$ cat src/hdl/btt_pkg.sv
// ----------------------------------------------------------------------------
// btt_pkg: shared types and constants of the blob track table
// codes for input kinds, statuses, life states and register indexes
// ----------------------------------------------------------------------------
package btt_pkg;

  localparam int TableDepthDef = 16;

  localparam int XW = 14;
  localparam int YW = 13;
  localparam int IdW = 16;
  localparam int StampW = 32;

  localparam logic KIND_DET = 1'b0;
  localparam logic KIND_EOB = 1'b1;

  localparam logic [1:0] ST_MATCHED = 2'd0;
  localparam logic [1:0] ST_NEW     = 2'd1;
  localparam logic [1:0] ST_DROPPED = 2'd2;
  localparam logic [1:0] ST_EMPTY   = 2'd3;

  localparam logic [1:0] LIFE_UPCOMING = 2'd0;
  localparam logic [1:0] LIFE_ALIVE    = 2'd1;
  localparam logic [1:0] LIFE_DYING    = 2'd2;

  localparam logic [2:0] REG_RADIUS = 3'd0;
  localparam logic [2:0] REG_GAIN   = 3'd1;
  localparam logic [2:0] REG_MINSTP = 3'd2;
  localparam logic [2:0] REG_MAXSTP = 3'd3;
  localparam logic [2:0] REG_EXPIRE = 3'd4;
  localparam logic [2:0] REG_DYING  = 3'd5;
  localparam logic [2:0] REG_ALIVE  = 3'd6;

  typedef struct packed {
    logic [7:0] match_radius;
    logic [8:0] smoothing_gain;
    logic [7:0] min_step;
    logic [7:0] max_step;
    logic [7:0] expire_after;
    logic [7:0] dying_after;
    logic [7:0] alive_after;
  } cfg_t;

  // one slot as stored in the table
  typedef struct packed {
    logic [IdW-1:0]    id;
    logic [XW-1:0]     x;
    logic [YW-1:0]     y;
    logic [XW-1:0]     px;
    logic [YW-1:0]     py;
    logic [StampW-1:0] stamp;
    logic [7:0]        age;
    logic [1:0]        life;
    logic [7:0]        alpha;
  } slot_t;

  localparam int SlotW = $bits(slot_t);

  // result record handed to the output register
  typedef struct packed {
    logic        report_kind;
    logic [1:0]  status;
    logic [IdW-1:0] track_id;
    logic [XW-1:0] pos_x;
    logic [YW-1:0] pos_y;
    logic [XW-1:0] prev_x;
    logic [YW-1:0] prev_y;
    logic [1:0]  life_state;
    logic [7:0]  alpha;
    logic        last;
  } res_t;

endpackage

$ cat src/hdl/blob_track_table_unit.sv
// ----------------------------------------------------------------------------
// blob_track_table_unit: nearest neighbor blob tracker with a slot table
// detection matching, track opening and end-of-batch aging and reporting
// ----------------------------------------------------------------------------
// channels: s_axis carries one request; tuser is kind (0 detection, 1 end of
// batch), tdata holds det_x, det_y and frame_num. m_axis carries results;
// tuser holds report_kind, tlast marks the final result of a request.
// cfg_* writes one register (index as in the register list); the user must
// write only while idle, as the block does not enforce it. a detection walks
// every slot through the shared slot unit, a read state and a write-back state
// per slot, then gives its result; an end of batch adds a report pass of one
// slot per cycle while the receiver does not stall.
// the table is a register file read a slot at a time; the slot unit sets the pace.
// one request is handled at a time; s_axis_tready is low while busy.
// reset clears the valid bits, the id counter, the registers to defaults and
// the output register; slot contents stay undefined until written.
// on a receiver stall the result waits in the output register, the sequencer holds.
// ----------------------------------------------------------------------------
module blob_track_table_unit #(
  parameter int TABLE_DEPTH = btt_pkg::TableDepthDef
) (
  input  logic        clk,
  input  logic        rst,
  input  logic        s_axis_tvalid,
  output logic        s_axis_tready,
  input  logic [55:0] s_axis_tdata,  // det_x[9:0], det_y[18:10], frame_num[50:19]
  input  logic        s_axis_tuser,  // kind
  output logic        m_axis_tvalid,
  input  logic        m_axis_tready,
  // status[1:0], track_id[17:2], pos_x[31:18], pos_y[44:32],
  // prev_x[58:45], prev_y[71:59], life_state[73:72], alpha[81:74]
  output logic [87:0] m_axis_tdata,
  output logic        m_axis_tuser,  // report_kind
  output logic        m_axis_tlast,
  input  logic        cfg_valid,
  output logic        cfg_ready,
  input  logic [2:0]  cfg_index,
  input  logic [8:0]  cfg_data
);

  localparam int SW = $clog2(TABLE_DEPTH);

  localparam logic [2:0] S_IDLE = 3'd0;
  localparam logic [2:0] S_READ = 3'd1;   // slot unit working on current slot
  localparam logic [2:0] S_WB   = 3'd2;   // write back result of slot
  localparam logic [2:0] S_FIN  = 3'd3;   // detection result / new track
  localparam logic [2:0] S_REP  = 3'd4;   // report sweep
  localparam logic [2:0] S_OUT  = 3'd5;   // wait for output register

  logic [2:0] state;
  btt_pkg::cfg_t cfg;
  logic [TABLE_DEPTH-1:0] valid;
  btt_pkg::slot_t tab [TABLE_DEPTH];
  logic [15:0] next_id;

  logic        kind;
  logic [13:0] tx;
  logic [12:0] ty;
  logic [31:0] frame;
  logic [SW-1:0] idx;
  logic          idx_end;
  logic          found, freefound;
  logic [SW-1:0] first, freeslot;
  logic          any_rep;

  logic hit, stale;
  btt_pkg::slot_t det_out, eob_out;

  btt_pkg::res_t res;
  logic          res_valid;
  logic          res_load;

  btt_slot_unit u_slot (
    .clk(clk), .cfg(cfg), .slot_in(tab[idx]), .tx(tx), .ty(ty), .frame(frame),
    .hit(hit), .stale(stale), .det_out(det_out), .eob_out(eob_out)
  );

  assign s_axis_tready = (state == S_IDLE) && !res_valid;
  assign cfg_ready = 1'b1;
  assign idx_end = (idx == SW'(TABLE_DEPTH - 1));
  assign m_axis_tvalid = res_valid;
  assign m_axis_tuser = res.report_kind;
  assign m_axis_tlast = res.last;
  assign m_axis_tdata = {6'b0, res.alpha, res.life_state, res.prev_y, res.prev_x,
                         res.pos_y, res.pos_x, res.track_id, res.status};

  // output register takes a new result this cycle
  always_comb begin
    if (state == S_FIN)
      res_load = !res_valid;
    else if (state == S_REP)
      res_load = (!res_valid || m_axis_tready) && (valid[idx] || (idx_end && !any_rep));
    else
      res_load = 1'b0;
  end

  // later valid slot exists beyond idx (for tlast of reports)
  function automatic logic more_after(input logic [TABLE_DEPTH-1:0] v, input logic [SW-1:0] i);
    logic m;
    begin
      m = 1'b0;
      for (int k = 0; k < TABLE_DEPTH; k++)
        if (k > int'(i) && v[k]) m = 1'b1;
      more_after = m;
    end
  endfunction

  function automatic btt_pkg::res_t mk(input logic rk, input logic [1:0] st,
                                       input btt_pkg::slot_t s, input logic use_s,
                                       input logic lst);
    btt_pkg::res_t r;
    begin
      r = '0;
      r.report_kind = rk;
      r.status = st;
      r.last = lst;
      if (use_s) begin
        r.track_id = s.id; r.pos_x = s.x; r.pos_y = s.y;
        r.prev_x = s.px; r.prev_y = s.py; r.life_state = s.life; r.alpha = s.alpha;
      end
      mk = r;
    end
  endfunction

  always_ff @(posedge clk) begin
    if (rst) begin
      cfg <= '{8'd25, 9'd205, 8'd4, 8'd25, 8'd40, 8'd2, 8'd40};
      state <= S_IDLE;
      valid <= '0;
      next_id <= '0;
      res_valid <= 1'b0;
      idx <= '0;
    end else begin
      if (res_valid && m_axis_tready && !res_load) res_valid <= 1'b0;
      if (cfg_valid) begin
        case (cfg_index)
          btt_pkg::REG_RADIUS: cfg.match_radius <= cfg_data[7:0];
          btt_pkg::REG_GAIN:   cfg.smoothing_gain <= cfg_data;
          btt_pkg::REG_MINSTP: cfg.min_step <= cfg_data[7:0];
          btt_pkg::REG_MAXSTP: cfg.max_step <= cfg_data[7:0];
          btt_pkg::REG_EXPIRE: cfg.expire_after <= cfg_data[7:0];
          btt_pkg::REG_DYING:  cfg.dying_after <= cfg_data[7:0];
          btt_pkg::REG_ALIVE:  cfg.alive_after <= cfg_data[7:0];
          default: ;
        endcase
      end
      case (state)
        S_IDLE: begin
          if (s_axis_tvalid && s_axis_tready) begin
            kind <= s_axis_tuser;
            tx <= {s_axis_tdata[9:0], 4'b0};
            ty <= {s_axis_tdata[18:10], 4'b0};
            frame <= s_axis_tdata[50:19];
            idx <= '0;
            found <= 1'b0;
            freefound <= 1'b0;
            any_rep <= 1'b0;
            state <= S_READ;
          end
        end
        S_READ: state <= S_WB;
        S_WB: begin
          if (kind == btt_pkg::KIND_DET) begin
            if (!valid[idx]) begin
              if (!freefound) begin
                freefound <= 1'b1;
                freeslot <= idx;
              end
            end else if (hit) begin
              tab[idx] <= det_out;
              if (!found) begin
                found <= 1'b1;
                first <= idx;
              end
            end
          end else if (valid[idx]) begin
            if (stale) valid[idx] <= 1'b0;
            else tab[idx] <= eob_out;
          end
          if (idx_end) begin
            state <= (kind == btt_pkg::KIND_DET) ? S_FIN : S_REP;
            idx <= (kind == btt_pkg::KIND_DET) ? idx : '0;
          end else begin
            idx <= idx + SW'(1);
            state <= S_READ;
          end
        end
        S_FIN: begin
          if (!res_valid) begin
            res_valid <= 1'b1;
            state <= S_OUT;
            if (found) begin
              res <= mk(1'b0, btt_pkg::ST_MATCHED, tab[first], 1'b1, 1'b1);
            end else if (freefound) begin
              valid[freeslot] <= 1'b1;
              tab[freeslot] <= '{next_id, tx, ty, tx, ty, frame, 8'd0,
                                 btt_pkg::LIFE_UPCOMING, 8'd0};
              res <= mk(1'b0, btt_pkg::ST_NEW,
                        btt_pkg::slot_t'{next_id, tx, ty, tx, ty, frame, 8'd0,
                                         btt_pkg::LIFE_UPCOMING, 8'd0}, 1'b1, 1'b1);
              next_id <= next_id + 16'd1;
            end else begin
              res <= mk(1'b0, btt_pkg::ST_DROPPED, tab[0], 1'b0, 1'b1);
            end
          end
        end
        S_REP: begin
          if (!res_valid || m_axis_tready) begin
            if (valid[idx]) begin
              res_valid <= 1'b1;
              res <= mk(1'b1, btt_pkg::ST_MATCHED, tab[idx], 1'b1,
                        !more_after(valid, idx));
              any_rep <= 1'b1;
            end
            if (idx_end) begin
              state <= S_OUT;
              if (!valid[idx] && !any_rep) begin
                res_valid <= 1'b1;
                res <= mk(1'b1, btt_pkg::ST_EMPTY, tab[0], 1'b0, 1'b1);
              end
            end else begin
              idx <= idx + SW'(1);
            end
          end
        end
        S_OUT: begin
          if (!res_valid || m_axis_tready) state <= S_IDLE;
        end
        default: state <= S_IDLE;
      endcase
    end
  end

  // a request is never taken while a result waits
  a_no_accept_busy: assert property (@(posedge clk) disable iff (rst)
    s_axis_tready |-> !res_valid) else $error("accept while result pending");
  // the id counter moves only when a track is opened
  a_id_step: assert property (@(posedge clk) disable iff (rst)
    (next_id != $past(next_id)) |-> ($past(state) == S_FIN))
    else $error("id counter moved outside track opening");
  // report sweep only follows an end of batch request
  a_rep_kind: assert property (@(posedge clk) disable iff (rst)
    (state == S_REP) |-> (kind == btt_pkg::KIND_EOB)) else $error("sweep on detection");

endmodule

$ cat src/hdl/btt_slot_unit.sv
// ----------------------------------------------------------------------------
// btt_slot_unit: shared per-slot arithmetic
// one slot at a time: distance test and step for detections, aging for
// end of batch; registered result
// ----------------------------------------------------------------------------
module btt_slot_unit (
  input  logic                  clk,
  input  btt_pkg::cfg_t         cfg,
  input  btt_pkg::slot_t        slot_in,
  input  logic [btt_pkg::XW-1:0] tx,
  input  logic [btt_pkg::YW-1:0] ty,
  input  logic [31:0]           frame,
  output logic                  hit,
  output logic                  stale,
  output btt_pkg::slot_t        det_out,
  output btt_pkg::slot_t        eob_out
);

  logic signed [14:0] dx, dy;
  logic signed [29:0] sqx, sqy;
  logic [29:0] d2;
  logic [25:0] r2;
  logic [11:0] r16;
  logic [8:0] gain;
  logic [31:0] since;
  logic signed [11:0] a;
  btt_pkg::slot_t dn, en;

  function automatic logic [13:0] move(input logic [13:0] pos, input logic [13:0] tgt,
                                       input logic [8:0] g, input logic [7:0] mn,
                                       input logic [7:0] mx);
    logic [13:0] mag;
    logic [22:0] prod;
    logic [14:0] step;
    begin
      mag = (tgt >= pos) ? tgt - pos : pos - tgt;
      prod = mag * g;
      step = {1'b0, prod[21:8]};
      move = pos;
      if (step >= {3'b0, mn, 4'b0} && step <= {3'b0, mx, 4'b0})
        move = (tgt >= pos) ? pos + step[13:0] : pos - step[13:0];
    end
  endfunction

  always_comb begin
    gain = (cfg.smoothing_gain > 9'd256) ? 9'd256 : cfg.smoothing_gain;
    dx = $signed({1'b0, tx}) - $signed({1'b0, slot_in.x});
    dy = $signed({2'b0, ty}) - $signed({2'b0, slot_in.y});
    // full-width squares
    sqx = dx * dx;
    sqy = dy * dy;
    d2 = $unsigned(sqx) + $unsigned(sqy);
    r16 = {cfg.match_radius, 4'b0};
    r2 = r16 * r16;
    dn = slot_in;
    dn.px = slot_in.x;
    dn.py = slot_in.y;
    dn.x = move(slot_in.x, tx, gain, cfg.min_step, cfg.max_step);
    dn.y = 13'(move({1'b0, slot_in.y}, {1'b0, ty}, gain, cfg.min_step, cfg.max_step));
    dn.stamp = frame;

    since = frame - slot_in.stamp;
    en = slot_in;
    a = $signed({4'b0, slot_in.alpha});
    if (slot_in.life == btt_pkg::LIFE_UPCOMING)
      a = ($signed({4'b0, slot_in.age}) - 12'sd10) * 12'sd5;
    if (slot_in.age > cfg.alive_after) begin
      en.life = btt_pkg::LIFE_ALIVE;
      a = 12'sd255;
    end
    if (since > {24'b0, cfg.dying_after}) begin
      en.life = btt_pkg::LIFE_DYING;
      a = a - $signed({1'b0, since[7:0], 2'b0}) - $signed({4'b0, since[7:0]});
    end
    if (en.life != btt_pkg::LIFE_DYING && slot_in.age != 8'd255)
      en.age = slot_in.age + 8'd1;
    if (a > 12'sd255) en.alpha = 8'd255;
    else if (a < 12'sd0) en.alpha = 8'd0;
    else en.alpha = a[7:0];
  end

  always_ff @(posedge clk) begin
    hit <= {4'b0, d2} < {8'b0, r2} ? 1'b1 : 1'b0;
    stale <= since > {24'b0, cfg.expire_after};
    det_out <= dn;
    eob_out <= en;
  end

endmodule

$ cat config.mk
export PLATFORM = sky130hd
export DESIGN_NAME = blob_track_table_unit
export DESIGN_NICKNAME = d
export VERILOG_FILES = /design/src/hdl/btt_pkg.sv /design/src/hdl/blob_track_table_unit.sv /design/src/hdl/btt_slot_unit.sv
export SDC_FILE = /design/constraint.sdc
export NUM_CORES = 2
export LEC_CHECK = 0
export ABC_CLOCK_PERIOD_IN_PS = 17600
export BUFFER_PORTS_ARGS = -buffer_cell sky130_fd_sc_hd__buf_2
export CAP_MARGIN = 20
export CORE_MARGIN = 4
export CORE_UTILIZATION = 64
export DETAILED_ROUTE_END_ITERATION = 6
export PLACE_DENSITY_LB_ADDON = 0.08
export RECOVER_POWER = 50
export SLEW_MARGIN = 20
export SYNTH_ARGS = -nofsm -noshare
export SYNTH_HDL_FRONTEND = slang
export SYNTH_SLANG_ARGS = --single-unit
$ cat constraint.sdc
create_clock -name clk -period 17.6 [get_ports clk]
set_input_delay 0 -clock clk [delete_from_list [all_inputs] [get_ports clk]]
set_output_delay 0 -clock clk [all_outputs]
set_load 0.1 [all_outputs]
---- Word-level counts from Yosys, hierarchy flattened ----
Memories as Yosys holds them, arrays and structs flattened. A register that Yosys moved wholly into a read port is not among the register bits.
Index checks and enable logic that the tools add are counted.
operators by class
  add/subtract/negate cells ............... 18
  mux-type cells .......................... 114
  equal/unequal tests ..................... 30
  bitwise gates (word level) .............. 10
  reductions and logical operators ........ 61
  $lt $le $gt $ge ......................... 32
  multipliers ............................. 6
operators by type and width
  kind                                       number
  2-to-1 mux 84 bit                          5
  2-to-1 mux 120 bit                         2
  one-hot mux 84 bit (2 select lines)        1
  2-to-1 mux 83 bit                          2
  OR reduction 120 bit                       1
  2-to-1 mux 16 bit                          6
  > comparator 32 x 8 -> 1 bit               2
  2-to-1 mux 1 bit                           58
  2-to-1 mux 14 bit                          4
  multiplier 14 x 9 -> 22 bit                2
  subtractor 13 x 13 -> 14 bit               3
  subtractor 14 bit                          3
  2-to-1 mux 12 bit                          3
  2-to-1 mux 4 bit                           9
  > comparator 4 bit (first input constant)  8
  one-hot mux 16 bit (2 select lines)        1
  subtractor 32 bit                          1
  adder 30 bit                               1
  less-than comparator 30 x 24 -> 1 bit      1
  multiplier 15 x 15 -> 30 bit               1
  >= comparator 14 x 12 -> 1 bit             2
  less-or-equal comparator 14 x 12 -> 1 bit  2
  multiplier 14 x 14 -> 28 bit               1
  logical AND 1 bit                          27
  other kinds (58)                           125
word-level totals
  word-level logic and storage cells ...... 320
  output and inout port bits .............. 93
  input bits .............................. 74
  memories ................................ 1
  RAM bits ................................ 1920
  flip-flop bits (word level) ............. 443
memory list
  name  depth  width  rd ports  clocked after memory_dff  write ports  RTL line                     RTL
  tab   16     120    2         2                         1            blob_track_table_unit.sv:53  btt_pkg::slot_t tab [TABLE_DEPTH];

---- Depth between registers and ports, before layout ----
  depth in word-level cells ............... 27
  depth in mapped cells ................... 66
  mapped depth without buffers ............ 58

---- By module ----
Synthesis repeated with hierarchy kept, for this count alone.
unflattened totals
  cells, all modules ...................... 9327
  area, all modules ....................... 133177.7 um^2
by module, submodules not included
  module                 sequential area each (um^2)  cells an instance  area each (um^2)  times used
  blob_track_table_unit  64171.5                      5043               95796.9           1
  btt_slot_unit          3983.8                       4284               37380.9           1

---- Worst setup path after synthesis ----
Ideal clock, no wire load.
  kind .................................... register to register
  start point ............................. reg with a tool-made name
  end point ............................... reg u_slot.hit
  setup slack ............................. 3.138 ns
  setup time .............................. 0.086 ns
  path buffers ............................ 9
  arrival ................................. 14.376 ns
  clock period less this slack ............ 14.462 ns
  data required time ...................... 17.514 ns
  stages on the path, launching flop included .. 64
  cells stage by stage .................... dfxtp_1 buf_4 buf_6 buf_4 buf_4 buf_4 buf_4 buf_2 buf_2 buf_1 mux4_2 mux4_2 inv_1 ha_1 a31oi_1 o21bai_1 a21o_1 a21o_1 (+28 left out) nand2b_1 o21ba_2 nor2b_1 nor2_1 xnor2_1 ha_1 nor2b_1 o21ai_0 nand2b_1 a21oi_1 nor2b_1 o21ai_0 nand2b_1 a21oi_1 o31ai_1 a21oi_1 o211ai_1 a211oi_1
RTL lines
  what                    RTL line             RTL
  end signal: assignment  btt_slot_unit.sv:83  hit <= {4'b0, d2} < {8'b0, r2} ? 1'b1 : 1'b0;
  end: declaration        btt_slot_unit.sv:13  output logic hit,

==> summary.md <==
| Metric | Value |
|---|---|
| Adder-Cell Fraction of Synth Area | around 14% |
| RSZ-0062 raised after global routing | no |
| Initial antenna violation count | 11 |
| Clk sinks | about 2400 |
| Filler cell count | around 13000 |
| Period minus WS final | 16030 ps |
| Seq. cell area | between 0.06 and 0.07 sq mm |
| Most frequent cells in the layout | 2067 x edfxtp_1, 999 x mux4_2, 927 x inv_1, 881 x nand2_1, 604 x fa_1 |
| Final Hold Fails | 0 |
| Area Growth Syn to Fin | 10.4% |
| Number of synthesized register bits | around 2400 |
| Overall Global Routing Usage | about a third |
| Simple-gate share of the synthesized area | under 10% |
| Placement Setup Slack | around 2500 ps |
| Ranking of synthesized cells by area | edfxtp_1 48%, mux4_2 17%, fa_1 9.3%, dfxtp_1 4.7%, ha_1 4.3% |
| Global-route wire length before repair | around 530000 um |
| DR WL/cell | 30.1 um |
| Setup TNS | 0 ps |
| 1st-iter DRT viols | around 9000 |
| Share of cells above drive strength 1 | a little under a fifth |
| Clk root buf | clkbuf_16 |
| Seq/Total Area, Yosys | between 50% and 60% |
| CP max FO | 51 |
| Vias in the first global route | 82700 |
| Final ANT Viol Nets | 0 |
| Syn Area/Cell | around 15 sq um |
| Most used cell, CP | o21ai_0 |
| Total gr overflow | 0 |
| Failing checks | max-capacitance violations, max-slew violations |
| CTS tree | yes |
| Synth Area in Compound Gates | 4.39% |
| Startpoint types | register |
| Tcrit/Tclk final | approximately 90% |
| Post-synth top flop | edfxtp_1 |
| Worst hold slack | between 100 and 150 ps |
| # rows | between 150 and 200 |
| Worst relative slew slack | -506% |
| Required time of the critical path | 18320 ps |
| Die area | 0.211 sq mm |
| CP max stage cell | clkbuf_1 |
| Async set or reset register ratio after synthesis | 0% |
| Clk_skew | 86.7 ps |
| Detailed-route wire length | approximately 360000 um |
| Fmax | about 0.062 GHz |
| DRT Pass-1 Iters | 6 |
| Ports | between 150 and 200 |
| Final Worst Setup Slack | ~1600 ps |
| Total core area | between 0.2 and 0.25 sq mm |
| Crit-path max cell delay | between 2000 and 2500 ps |
| Slew @ Worst Pin | slightly above 9000 ps |
| Setup violators final | 0 |
| Slew Limit Fails | 2201 |
| CTS buffer count | roughly 230 |
| Largest family of logic cells by synthesized area | multiplexers |
| CTS Buffer Depth | 3 |
| DR DRC count | 0 |
| H-tree Lvls | 4 |
| Post-synth EDFFs | between 2000 and 2500 |
| Synth warn | 0 |
| Port bufs | ~150 |
| Synth cell types | 103 |
| Pin count of the biggest net entering global routing | about 140 |
| Initial Util | around 64% |
| Crit path DAT | approximately 17000 ps |
| Final nets | around 10000 |
| Multi-input gate area | roughly 0.058 sq mm |
| Final core occ | between 70% and 80% |
| Via-to-Cell Ratio | between 6 and 7 |
| Die Y | approximately 460 um |
| Post-synth top area share | approximately 48% |
| Clock latency on the worst-skew pair | 920 ps |
| HP Class | in2reg |
| DP HPWL | around 220000 um |
| Status | finished with violations |
| Crit Path Class | reg2reg |
| Die width | ~460 um |
| Vias after detailed routing | roughly 80000 |
| Clk slew on worst S/H paths | ~70 ps |
| Area of the mapped netlist | between 0.1 and 0.15 sq mm |
| Post-CTS Repair Setup Buffers | 0 |
| Most common cell after layout, fill and taps aside | edfxtp_1 |
| Final GP Congestion | 0.946 |
| Area leader, netlist | edfxtp_1 |
| Mux contribution to synthesized area | between 10% and 20% |
| Max-cap viol count | 53 |
| Mapped Cells | just under 9000 |
| XOR/XNOR share of the synthesized area | ~1.7% |
| Worst Setup End Kind | register |
==> path summary, 6_finish.rpt <==
check	end	cells past startpoint	slack, ps	startpoint
setup / recovery	u_slot.det_out[98]	41	1570	register
setup reg to reg	u_slot.det_out[98]	41	1570	register
hold reg to reg	u_slot.det_out[18]	0	430	frame[0]
hold / removal	cfg[38]	4	110	cfg_data[6]
==> kinds of logic after synthesis <==
family	Yosys count
AOI/OAI and AO/OA	888
buffers and inverters	1367
DFF	2371
adders and majority gates	1055
other	2
muxes	1101
xor gates and xnor gates	247
and+or+nand+nor	1743
==> layer usage <==
metal	vias to the layer above	routed length, um	GRT usage (%)
met4	4	16300	13.1
met5	-	28	0
met3	822	36000	6.42
met2	4503	176000	56.4
met1	41500	131000	47.2
li1	33100	-	-
==> per-stage QoR <==
stage | cells | area, sq um
2_1_floorplan | 8783 | 130000
3_3_place_gp | 11300 | 135000
4_1_cts | 11900 | 144000
3_5_place_dp | 11300 | 135000
5_1_grt | 11900 | 144000
6_report | 11900 | 144000
==> layout make-up <==
class	instances	share of cell area, %
Multi-Input combinational cell	5045	40.0
Clock buffer	314	4.50
Antenna cell	8	0.0139
Tap cell	2672	2.32
Clock inverter	133	1.19
Inverter	940	2.45
Timing Repair Buffer	453	2.19
Sequential cell	2371	47.4
==> worst max-delay path: cells and delay by family (launching register included) <==
family,cells,cell delay (ps)
AO/OA/AOI/OAI,12,2950
XOR/XNOR,2,900
adder cells (fa/ha/maj),7,3130
buffers and inverters,6,4660
flip-flops,1,780
multiplexers,2,1150
AND/OR/NAND/NOR,12,2120
==> state kept, by name, summed over array words and instances (netlist names), 9 cells and up, named ones only <==
register        cells
tab              1920
u_slot.det_out    120
m_axis_tdata       82
u_slot.eob_out     77
cfg                57
frame              32
next_id            16
valid              16
tx                 10
ty                  9
==> synthesized netlist by cell type (37+ instances only) <==
master / instances
fa_1: 604
mux2i_1: 79
o21ai_0: 173
a31oi_1: 100
o21bai_1: 39
mux4_2: 1000
and2_1: 90
nor2b_1: 63
a21o_1: 76
xor2_1: 69
ha_1: 450
clkbuf_1: 290
nand3_1: 44
nand2b_1: 51
nor2_1: 394
edfxtp_1: 2067
xnor2_1: 175
inv_1: 927
buf_1: 80
a21oi_1: 254
nand2_1: 881
nor3_1: 62
buf_2: 37
dfxtp_1: 304
==> what timing repair did <==
item | 4_1_cts | 5_1_grt
hold endpoints to repair | 162 | 0
resized for setup | 0 | 0
hold buffers | 133 | 0
Power is left out: the tool's default activity adds up to more than one toggle a clock period on the data nets, which glitch-free logic cannot reach.
